==> src/rtl/core/nfc_response_frame_parser_defines.svh <==
// Assertion helpers used by the top-level parser. Both expect clk and rst in scope.
`ifndef NFC_RESPONSE_FRAME_PARSER_DEFINES_SVH
`define NFC_RESPONSE_FRAME_PARSER_DEFINES_SVH

// expr must hold at every edge outside reset
`define NFCRP_ASSERT_ALWAYS(lbl, expr) \
  lbl: assert property (@(posedge clk) disable iff (rst) (expr)) \
    else $error("nfcrp check failed");

// cons must hold in the cycle after ante
`define NFCRP_ASSERT_NEXT(lbl, ante, cons) \
  lbl: assert property (@(posedge clk) disable iff (rst) (ante) |=> (cons)) \
    else $error("nfcrp check failed");

`endif

==> src/rtl/core/nfcrp_pkg.sv <==
package nfcrp_pkg;

  localparam int QUEUE_DEPTH_DEF = 4;
  localparam int CFG_IDX_W       = 2;

  localparam logic [CFG_IDX_W-1:0] REG_EXPECTED_COMMAND  = 2'd0;
  localparam logic [CFG_IDX_W-1:0] REG_MAX_PAYLOAD       = 2'd1;
  localparam logic [CFG_IDX_W-1:0] REG_EXPECTED_FRAME_ID = 2'd2;

  localparam logic [7:0] EXPECTED_COMMAND_RST  = 8'd0;
  localparam logic [7:0] MAX_PAYLOAD_RST       = 8'd255;
  localparam logic [7:0] EXPECTED_FRAME_ID_RST = 8'd213;

  localparam logic [7:0] PREAMBLE    = 8'h00;
  localparam logic [7:0] START_CODE1 = 8'h00;
  localparam logic [7:0] START_CODE2 = 8'hFF;
  localparam logic [7:0] LEN_BIAS    = 8'd2;

  typedef enum logic [1:0] {
    ST_OK        = 2'd0,
    ST_NOT_READY = 2'd1,
    ST_INVALID   = 2'd2,
    ST_NO_SPACE  = 2'd3
  } status_t;

  typedef struct packed {
    logic [7:0] data_byte;
    status_t    status;
    logic [7:0] payload_count;
    logic       last;
  } result_t;

endpackage

==> src/rtl/core/nfcrp_if.sv <==
interface nfcrp_in_if;
  import nfcrp_pkg::*;
  logic       valid;
  logic       ready;
  logic [7:0] rx_byte;
  logic       frame_start;
  modport source (output valid, output rx_byte, output frame_start, input ready);
  modport sink (input valid, input rx_byte, input frame_start, output ready);
endinterface

interface nfcrp_out_if;
  import nfcrp_pkg::*;
  logic       valid;
  logic       ready;
  logic [7:0] data_byte;
  status_t    status;
  logic [7:0] payload_count;
  logic       last;
  modport source (output valid, output data_byte, output status, output payload_count,
                  output last, input ready);
  modport sink (input valid, input data_byte, input status, input payload_count,
                input last, output ready);
endinterface

interface nfcrp_cfg_if;
  import nfcrp_pkg::*;
  logic                 valid;
  logic                 ready;
  logic [CFG_IDX_W-1:0] reg_index;
  logic [7:0]           wdata;
  modport source (output valid, output reg_index, output wdata, input ready);
  modport sink (input valid, input reg_index, input wdata, output ready);
endinterface

==> src/rtl/core/nfcrp_front.sv <==
module nfcrp_front (
  input  logic               clk,
  input  logic               rst,
  nfcrp_in_if.sink           rx,
  nfcrp_cfg_if.sink          cfg,
  input  logic               q_full,
  output logic               push,
  output nfcrp_pkg::result_t push_data
);
  import nfcrp_pkg::*;

  typedef enum logic [3:0] {
    PH_IDLE, PH_PRE, PH_SC1, PH_SC2, PH_LEN, PH_LCS,
    PH_TFI, PH_CMD, PH_DATA, PH_DCS, PH_POST
  } phase_t;

  phase_t     phase, phase_next;
  logic [7:0] running_sum, running_sum_next;
  logic [7:0] frame_length, frame_length_next;
  logic [7:0] bytes_left, bytes_left_next;
  logic [7:0] delivered_count, delivered_count_next;
  logic [7:0] expected_command, max_payload, expected_frame_id;
  logic [7:0] len_payload;
  logic       accept;
  logic       res_valid;
  logic       fin;
  status_t    fin_status;
  result_t    res;

  assign rx.ready  = !q_full;
  assign cfg.ready = 1'b1;
  assign accept    = rx.valid && rx.ready;
  assign len_payload = frame_length - LEN_BIAS;

  always_comb begin
    phase_next           = phase;
    running_sum_next     = running_sum;
    frame_length_next    = frame_length;
    bytes_left_next      = bytes_left;
    delivered_count_next = delivered_count;
    fin                  = 1'b0;
    fin_status           = ST_OK;
    res_valid            = 1'b0;
    res.data_byte        = rx.rx_byte;
    res.status           = ST_OK;
    res.payload_count    = delivered_count + 8'd1;
    res.last             = 1'b0;

    if (rx.frame_start) begin
      running_sum_next     = '0;
      frame_length_next    = '0;
      bytes_left_next      = '0;
      delivered_count_next = '0;
      if (!rx.rx_byte[0]) begin
        fin        = 1'b1;
        fin_status = ST_NOT_READY;
      end else begin
        phase_next = PH_PRE;
      end
    end else begin
      unique case (phase)
        PH_PRE: begin
          if (rx.rx_byte != PREAMBLE) begin
            fin = 1'b1; fin_status = ST_INVALID;
          end else phase_next = PH_SC1;
        end
        PH_SC1: begin
          if (rx.rx_byte != START_CODE1) begin
            fin = 1'b1; fin_status = ST_INVALID;
          end else phase_next = PH_SC2;
        end
        PH_SC2: begin
          if (rx.rx_byte != START_CODE2) begin
            fin = 1'b1; fin_status = ST_INVALID;
          end else phase_next = PH_LEN;
        end
        PH_LEN: begin
          frame_length_next = rx.rx_byte;
          phase_next        = PH_LCS;
        end
        PH_LCS: begin
          if (frame_length + rx.rx_byte != 8'd0) begin
            fin = 1'b1; fin_status = ST_INVALID;
          end else phase_next = PH_TFI;
        end
        PH_TFI: begin
          if (rx.rx_byte != expected_frame_id) begin
            fin = 1'b1; fin_status = ST_INVALID;
          end else begin
            running_sum_next = rx.rx_byte;
            phase_next       = PH_CMD;
          end
        end
        PH_CMD: begin
          if (rx.rx_byte != expected_command + 8'd1) begin
            fin = 1'b1; fin_status = ST_INVALID;
          end else begin
            running_sum_next = running_sum + rx.rx_byte;
            bytes_left_next  = len_payload;
            if (len_payload > max_payload) begin
              fin = 1'b1; fin_status = ST_NO_SPACE;
            end else begin
              phase_next = (len_payload == 8'd0) ? PH_DCS : PH_DATA;
            end
          end
        end
        PH_DATA: begin
          running_sum_next     = running_sum + rx.rx_byte;
          delivered_count_next = delivered_count + 8'd1;
          bytes_left_next      = bytes_left - 8'd1;
          if (bytes_left == 8'd1) phase_next = PH_DCS;
          res_valid = 1'b1;
        end
        PH_DCS: begin
          if (running_sum + rx.rx_byte != 8'd0) begin
            fin = 1'b1; fin_status = ST_INVALID;
          end else phase_next = PH_POST;
        end
        PH_POST: begin
          fin = 1'b1; fin_status = ST_OK;
        end
        default: phase_next = PH_IDLE;
      endcase
    end

    // final status: zero data, count so far, back to idle
    if (fin) begin
      phase_next        = PH_IDLE;
      res_valid         = 1'b1;
      res.data_byte     = '0;
      res.status        = fin_status;
      res.payload_count = delivered_count_next;
      res.last          = 1'b1;
    end
  end

  assign push      = accept && res_valid;
  assign push_data = res;

  always_ff @(posedge clk) begin
    if (rst) begin
      phase           <= PH_IDLE;
      running_sum     <= '0;
      frame_length    <= '0;
      bytes_left      <= '0;
      delivered_count <= '0;
    end else if (accept) begin
      phase           <= phase_next;
      running_sum     <= running_sum_next;
      frame_length    <= frame_length_next;
      bytes_left      <= bytes_left_next;
      delivered_count <= delivered_count_next;
    end
  end

  always_ff @(posedge clk) begin
    if (rst) begin
      expected_command  <= EXPECTED_COMMAND_RST;
      max_payload       <= MAX_PAYLOAD_RST;
      expected_frame_id <= EXPECTED_FRAME_ID_RST;
    end else if (cfg.valid && cfg.ready) begin
      unique case (cfg.reg_index)
        REG_EXPECTED_COMMAND:  expected_command  <= cfg.wdata;
        REG_MAX_PAYLOAD:       max_payload       <= cfg.wdata;
        REG_EXPECTED_FRAME_ID: expected_frame_id <= cfg.wdata;
        default: ;
      endcase
    end
  end

endmodule

==> src/rtl/core/nfcrp_queue.sv <==
module nfcrp_queue #(
  parameter int DEPTH = nfcrp_pkg::QUEUE_DEPTH_DEF
) (
  input  logic                     clk,
  input  logic                     rst,
  input  logic                     push,
  input  nfcrp_pkg::result_t       push_data,
  output logic                     full,
  output logic [$clog2(DEPTH+1)-1:0] level,
  nfcrp_out_if.source              res
);
  import nfcrp_pkg::*;

  localparam int PTR_W = (DEPTH > 1) ? $clog2(DEPTH) : 1;
  localparam int LVL_W = $clog2(DEPTH + 1);
  localparam logic [PTR_W-1:0] PTR_LAST = PTR_W'(DEPTH - 1);

  result_t          mem [DEPTH];
  logic [PTR_W-1:0] wr_ptr, rd_ptr;
  logic             pop;
  result_t          head;

  assign full  = (level == LVL_W'(DEPTH));
  assign pop   = res.valid && res.ready;
  assign head  = mem[rd_ptr];

  assign res.valid         = (level != '0);
  assign res.data_byte     = head.data_byte;
  assign res.status        = head.status;
  assign res.payload_count = head.payload_count;
  assign res.last          = head.last;

  always_ff @(posedge clk) begin
    if (push) mem[wr_ptr] <= push_data;
  end

  always_ff @(posedge clk) begin
    if (rst) begin
      wr_ptr <= '0;
      rd_ptr <= '0;
      level  <= '0;
    end else begin
      if (push) wr_ptr <= (wr_ptr == PTR_LAST) ? '0 : wr_ptr + PTR_W'(1);
      if (pop)  rd_ptr <= (rd_ptr == PTR_LAST) ? '0 : rd_ptr + PTR_W'(1);
      priority if (push && !pop) level <= level + LVL_W'(1);
      else if (pop && !push)     level <= level - LVL_W'(1);
      else                       level <= level;
    end
  end

endmodule

==> src/rtl/core/nfc_response_frame_parser.sv <==
// Response frame parser for a contactless reader host link.
// Channels:
//   rx  - one received bus byte per beat; frame_start marks the ready status
//         byte that opens a read.
//   res - payload bytes (last=0) and one final status beat (last=1) per read:
//         ok, not ready, invalid frame or no space, with the payload count.
//   cfg - register writes: 0 expected command, 1 max payload, 2 frame id.
//         Always ready; write only while the parser is idle.
// Throughput: one rx beat per cycle while the queue is not full. The front
// parser takes a byte, classifies it against the frame phase and pushes any
// result into a QUEUE_DEPTH-entry queue; the queue head drives res directly.
// Latency: a result is on res the cycle after the byte that caused it when
// the queue is empty; behind queued results it waits its turn.
// When res stalls the queue fills; rx.ready drops only while the queue is
// full, so up to QUEUE_DEPTH results are held and header bytes (which give
// no result) still flow only while space remains.
// Reset: the parser goes idle, the queue empties and the registers take
// their defaults (command 0, max payload 255, frame id 213).
module nfc_response_frame_parser #(
  parameter int QUEUE_DEPTH = nfcrp_pkg::QUEUE_DEPTH_DEF
) (
  input  logic        clk,
  input  logic        rst,
  nfcrp_in_if.sink    rx,
  nfcrp_cfg_if.sink   cfg,
  nfcrp_out_if.source res
);
  import nfcrp_pkg::*;

  `include "nfc_response_frame_parser_defines.svh"

  localparam int LVL_W = $clog2(QUEUE_DEPTH + 1);

  logic             push;
  logic             q_full;
  result_t          push_data;
  logic [LVL_W-1:0] level;

  nfcrp_front u_front (
    .clk       (clk),
    .rst       (rst),
    .rx        (rx),
    .cfg       (cfg),
    .q_full    (q_full),
    .push      (push),
    .push_data (push_data)
  );

  nfcrp_queue #(
    .DEPTH (QUEUE_DEPTH)
  ) u_queue (
    .clk       (clk),
    .rst       (rst),
    .push      (push),
    .push_data (push_data),
    .full      (q_full),
    .level     (level),
    .res       (res)
  );

  `NFCRP_ASSERT_ALWAYS(a_level_bound, level <= LVL_W'(QUEUE_DEPTH))
  `NFCRP_ASSERT_ALWAYS(a_payload_ok, !(res.valid && !res.last) || res.status == ST_OK)
  `NFCRP_ASSERT_ALWAYS(a_final_zero, !(res.valid && res.last) || res.data_byte == 8'd0)
  `NFCRP_ASSERT_NEXT(a_not_ready, rx.valid && rx.ready && rx.frame_start && !rx.rx_byte[0], res.valid && level != '0)

endmodule

==> src/flat_wrapper.sv <==
// flat-port wrapper written by rule: the top's interface ports become plain ports
module nfc_response_frame_parser_flat import nfcrp_pkg::*;
#(
  parameter int QUEUE_DEPTH = nfcrp_pkg::QUEUE_DEPTH_DEF
)
  (clk, rst, rx_valid, rx_rx_byte, rx_frame_start, rx_ready, cfg_valid, cfg_reg_index, cfg_wdata, cfg_ready, res_valid, res_data_byte, res_status, res_payload_count, res_last, res_ready);
  nfcrp_in_if rx_i ();
  nfcrp_cfg_if cfg_i ();
  nfcrp_out_if res_i ();
  input  logic clk;
  input  logic rst;
  input wire logic [$bits(rx_i.valid)-1:0] rx_valid;
  input wire logic [$bits(rx_i.rx_byte)-1:0] rx_rx_byte;
  input wire logic [$bits(rx_i.frame_start)-1:0] rx_frame_start;
  output wire logic [$bits(rx_i.ready)-1:0] rx_ready;
  input wire logic [$bits(cfg_i.valid)-1:0] cfg_valid;
  input wire logic [$bits(cfg_i.reg_index)-1:0] cfg_reg_index;
  input wire logic [$bits(cfg_i.wdata)-1:0] cfg_wdata;
  output wire logic [$bits(cfg_i.ready)-1:0] cfg_ready;
  output wire logic [$bits(res_i.valid)-1:0] res_valid;
  output wire logic [$bits(res_i.data_byte)-1:0] res_data_byte;
  output wire logic [$bits(res_i.status)-1:0] res_status;
  output wire logic [$bits(res_i.payload_count)-1:0] res_payload_count;
  output wire logic [$bits(res_i.last)-1:0] res_last;
  input wire logic [$bits(res_i.ready)-1:0] res_ready;
  assign rx_i.valid = rx_valid;
  assign rx_i.rx_byte = rx_rx_byte;
  assign rx_i.frame_start = rx_frame_start;
  assign rx_ready = rx_i.ready;
  assign cfg_i.valid = cfg_valid;
  assign cfg_i.reg_index = cfg_reg_index;
  assign cfg_i.wdata = cfg_wdata;
  assign cfg_ready = cfg_i.ready;
  assign res_valid = res_i.valid;
  assign res_data_byte = res_i.data_byte;
  assign res_status = res_i.status;
  assign res_payload_count = res_i.payload_count;
  assign res_last = res_i.last;
  assign res_i.ready = res_ready;
  nfc_response_frame_parser #(.QUEUE_DEPTH(QUEUE_DEPTH)) u_core (.clk(clk), .rst(rst), .rx(rx_i), .cfg(cfg_i), .res(res_i));
endmodule
==> config.mk <==
export PLATFORM = sky130hd
export DESIGN_NAME = nfc_response_frame_parser_flat
export DESIGN_NICKNAME = d
export VERILOG_FILES = /design/src/rtl/core/nfcrp_pkg.sv /design/src/rtl/core/nfcrp_if.sv /design/src/rtl/core/nfcrp_front.sv /design/src/rtl/core/nfcrp_queue.sv /design/src/rtl/core/nfc_response_frame_parser.sv /design/src/flat_wrapper.sv
export VERILOG_INCLUDE_DIRS = /design/src /design/src/rtl/core
export SDC_FILE = /design/constraint.sdc
export NUM_CORES = 1
export LEC_CHECK = 0
export ABC_AREA = 1
export BUFFER_PORTS_ARGS = -buffer_cell sky130_fd_sc_hd__buf_2
export CORE_ASPECT_RATIO = 1.4
export CORE_MARGIN = 2
export CORE_UTILIZATION = 61
export DETAILED_ROUTE_END_ITERATION = 6
export PLACE_DENSITY = 0.8
export SLEW_MARGIN = 10
export SYNTH_ARGS = -nofsm -noshare
export SYNTH_HDL_FRONTEND = slang
export SYNTH_SLANG_ARGS = --single-unit
==> constraint.sdc <==
create_clock -name clk -period 3.7 [get_ports clk]
set_input_delay 0.37 -clock clk [delete_from_list [all_inputs] [get_ports clk]]
set_output_delay 0.37 -clock clk [all_outputs]
set_load 0.03 [all_outputs]
==> results.sh <==
export IMPL_cp_arrival_ps=3830
export IMPL_overflow=0
export IMPL_core_um2=12430
export IMPL_track_usage_pct=26.86
export IMPL_syn_nets=1018
export IMPL_nNetsFinal=1071
export IMPL_ant_nets=0
export IMPL_syn_avg_cell_area_um2=8.143
export IMPL_post_dp_hpwl_um=12250
export IMPL_vdd_drop_max_mv=0.3572
export IMPL_yosysSeqAreaShare_pct=46.96
export IMPL_antenna_found_initial=0
export IMPL_slowest_stage="fa_2"
export IMPL_htree_levels=4
export IMPL_crit_required_ps=4020
export IMPL_maxCapViolCount=0
export IMPL_diodes=0
export IMPL_route_detailed_drc=0
export IMPL_avgViaCountPerCell=5.730
export IMPL_routedWlPerCell_um=15.54
export IMPL_layout_commonest_cell="nand2_1"
export IMPL_initial_core_util_pct=62.75
export IMPL_root_buffer="clkbuf_16"
export IMPL_grt_pass1_wl_um=28880
export IMPL_final_cells=1174
export IMPL_reg2reg_slack_ps=190
export IMPL_cts_buffer_depth=2
export IMPL_grt_max_degree=39
export IMPL_postSynthCellCount=958
export IMPL_cts_tree="built"
export IMPL_ys_types=43
export IMPL_fmax_mhz=284.8
export IMPL_via_count=6727
export IMPL_chipHeight_um=137.8
export IMPL_initialDrtViolationCount=408
export IMPL_hold_viol_final=0
export IMPL_num_rows=48
export IMPL_final_cell_mix="165 x nand2_1, 123 x nor2_1, 112 x inv_1, 85 x o21ai_0, 76 x edfxtp_1"
export IMPL_dieWidth_um=99.58
export IMPL_grt_pass1_vias=6205
export IMPL_yosysWarnings=0
export IMPL_tightest_slew_ps=1073
export IMPL_cp_max_fo=4
export IMPL_crit_path_start_kind="flip-flop"
export IMPL_slew_violations=0
export IMPL_gpl_final_weighted_congestion=0.9605
export IMPL_io_buffers=44
export IMPL_crit_type="flip-flop to flip-flop"
export IMPL_finalCritPeriodShare_pct=94.90
export IMPL_clock_sinks=145
export IMPL_layout_drive_gt1_share_pct=14.06
export IMPL_clkTransAtPathRegs_ps=70
export IMPL_critical_path_max_stage_delay_ps=420
export IMPL_area_delta_synth_final_pct=14.02
export IMPL_numCtsBuffers=17
export IMPL_ios=46
export IMPL_fin_skew_ps=13.02
export IMPL_postPlaceCellArea_um2=8162
export IMPL_clk_latency_ps=430
export IMPL_dp_cells=1132
export IMPL_hold_class="primary input to flip-flop"
export IMPL_max_slew_margin_rel_pct=28.42
export IMPL_status="complete, no violations"
export IMPL_path_cells="inv_2, ha_4, nand3_1, xor2_1, inv_1, ha_1, a21oi_1, o21a_1, nand2_2, a21oi_2, nand2_1, nor2_2, nand3_2, nand2_4, nand3_4, nand2_2, inv_1, ha_1, inv_2, fa_2, o21ai_0, a21oi_1"
export IMPL_p_per_area_nw_per_um2=615.3
export IMPL_holdWs_ps=192.1
export IMPL_ys_ff_latch=145
export IMPL_worst_path_buf_inv=4
export IMPL_final_cell_area_um2=8895
export IMPL_syn_cell_area_um2=7801
export IMPL_die_area_um2=13720
export IMPL_routed_wl_um=18240
export IMPL_finalCriticalPeriod_ps=3511
export IMPL_finalSetupViolCount=0
export IMPL_endpoint_kind="flip-flop"
export IMPL_leakagePower_nw=3.891
export IMPL_dr_pass1_iters=7
export IMPL_critPathTopFamily="adder cells"
cell families (layout without fill, tap and decap cells):
group                      Yosys count  count (layout)  synth area share [%]
AOI/OAI and AO/OA                  209             209                 15.25
xor gates and xnor gates            28              28                 3.143
adders and majority gates           36              36                 6.063
buffers and inverters              156             222                 7.827
DFF                                145             145                 46.96
other                                1               1               0.04807
and+or+nand+nor                    383             383                 20.71
synthesized netlist by cell type (all sizes together):
cell	count	share of area, %
a211oi	5	0.48
or2	2	0.16
nand3	56	3.8
conb	1	0.048
nor2	127	6.2
o211a	2	0.26
nand4	6	0.48
o21ai	94	6.4
a21oi	58	3.7
o211ai	10	1.0
clkbuf	25	1.2
nand2	172	8.5
a22oi	1	0.096
o22ai	30	2.4
o21bai	1	0.096
clkinv	1	0.048
dfxtp	69	18
ha	33	5.3
fa	3	0.77
xnor2	10	1.1
a31oi	3	0.24
nor3	12	0.83
o221ai	1	0.11
buf	9	0.75
a21o	1	0.096
xor2	18	2.0
nand3b	8	0.77
inv	121	5.8
o21a	2	0.19
a41oi	1	0.11
edfxtp	76	29
worst register-to-register path: cells and delay by family (launching register included):
kind | cells | cell delay [ps]
buf+inv | 4 | 330
compound gates | 5 | 670
fa+ha+maj | 4 | 1080
flops | 1 | 330
simple gates | 8 | 760
xor+xnor | 1 | 230
metal layers:
layer / vias to the layer above / track usage (%) / routed length (µm)
met5: - / 0 / 0
met4: 0 / 12.25 / 484
met3: 49 / 4.617 / 979
met2: 227 / 49.17 / 9540
met1: 3136 / 30.35 / 7234
li1: 3315 / - / -
state kept, by name, indices dropped and copies added (netlist names), named ones only:
| name | cells |
|---|---|
| u_core.u_front.phase | 4 |
| u_core.u_front.bytes_left | 8 |
| u_core.u_queue.wr_ptr | 2 |
| u_core.u_front.expected_command | 8 |
| u_core.u_front.expected_frame_id | 8 |
| u_core.u_front.running_sum | 8 |
| u_core.u_queue.rd_ptr | 2 |
| u_core.u_front.max_payload | 8 |
| u_core.u_queue.level | 3 |
| u_core.u_queue.mem | 76 |
| u_core.u_front.frame_length | 8 |
| u_core.u_front.delivered_count | 8 |
worst paths after layout:
| path | from | to | depth (start not counted) |
|---|---|---|---|
| worst max-delay path | u_core.u_front.frame_length[1] | u_core.u_queue.level[1] | 22 |
| worst min-delay path | cfg_wdata[0] | u_core.u_front.expected_frame_id[0] | 3 |
| worst max register to register | u_core.u_front.frame_length[1] | u_core.u_queue.level[1] | 22 |
| worst min register to register | u_core.u_front.running_sum[3] | u_core.u_front.running_sum[3] | 2 |
through the flow:
stage          util, %  setup slack (ps)  power [mW]  TNS (ps)
2_1_floorplan        -             279.0       3.302         0
6_report         71.55             188.9       5.473         0
5_1_grt          71.55            -96.33       5.752    -134.5
4_1_cts          70.36             119.7       5.390         0
3_3_place_gp     65.65             151.9       3.699         0
3_5_place_dp     65.65             73.47       3.738         0
timing repair:
item / 4_1_cts / 5_1_grt
resized for setup: 0 / 22
endpoints found under the setup margin: 0 / 2
hold buffers: 0 / 0
buffers inserted: 0 / 10
hold endpoints to repair: 0 / 0
area by class of cell:
class                           instances  area (µm²)
Clock buffer                           18       439.2
Clock inverter                         14       146.4
Fill cell                             962        3537
Inverter                              122       457.9
Multi-Input combinational cell        657        3595
Sequential cell                       145        3669
Tap cell                              150       187.7
Timing Repair Buffer                   68       400.4
power by group:
| part | switching [mW] | total, mW | internal (mW) | leakage [nW] |
|---|---|---|---|---|
| clock | 0.749 | 1.66 | 0.909 | 0.282 |
| sequential | 0.0921 | 1.99 | 1.89 | 1.27 |
| combinational | 1.25 | 1.83 | 0.584 | 2.34 |
| total | 2.09 | 5.47 | 3.39 | 3.89 |
Power figures use the tool's default switching activity.
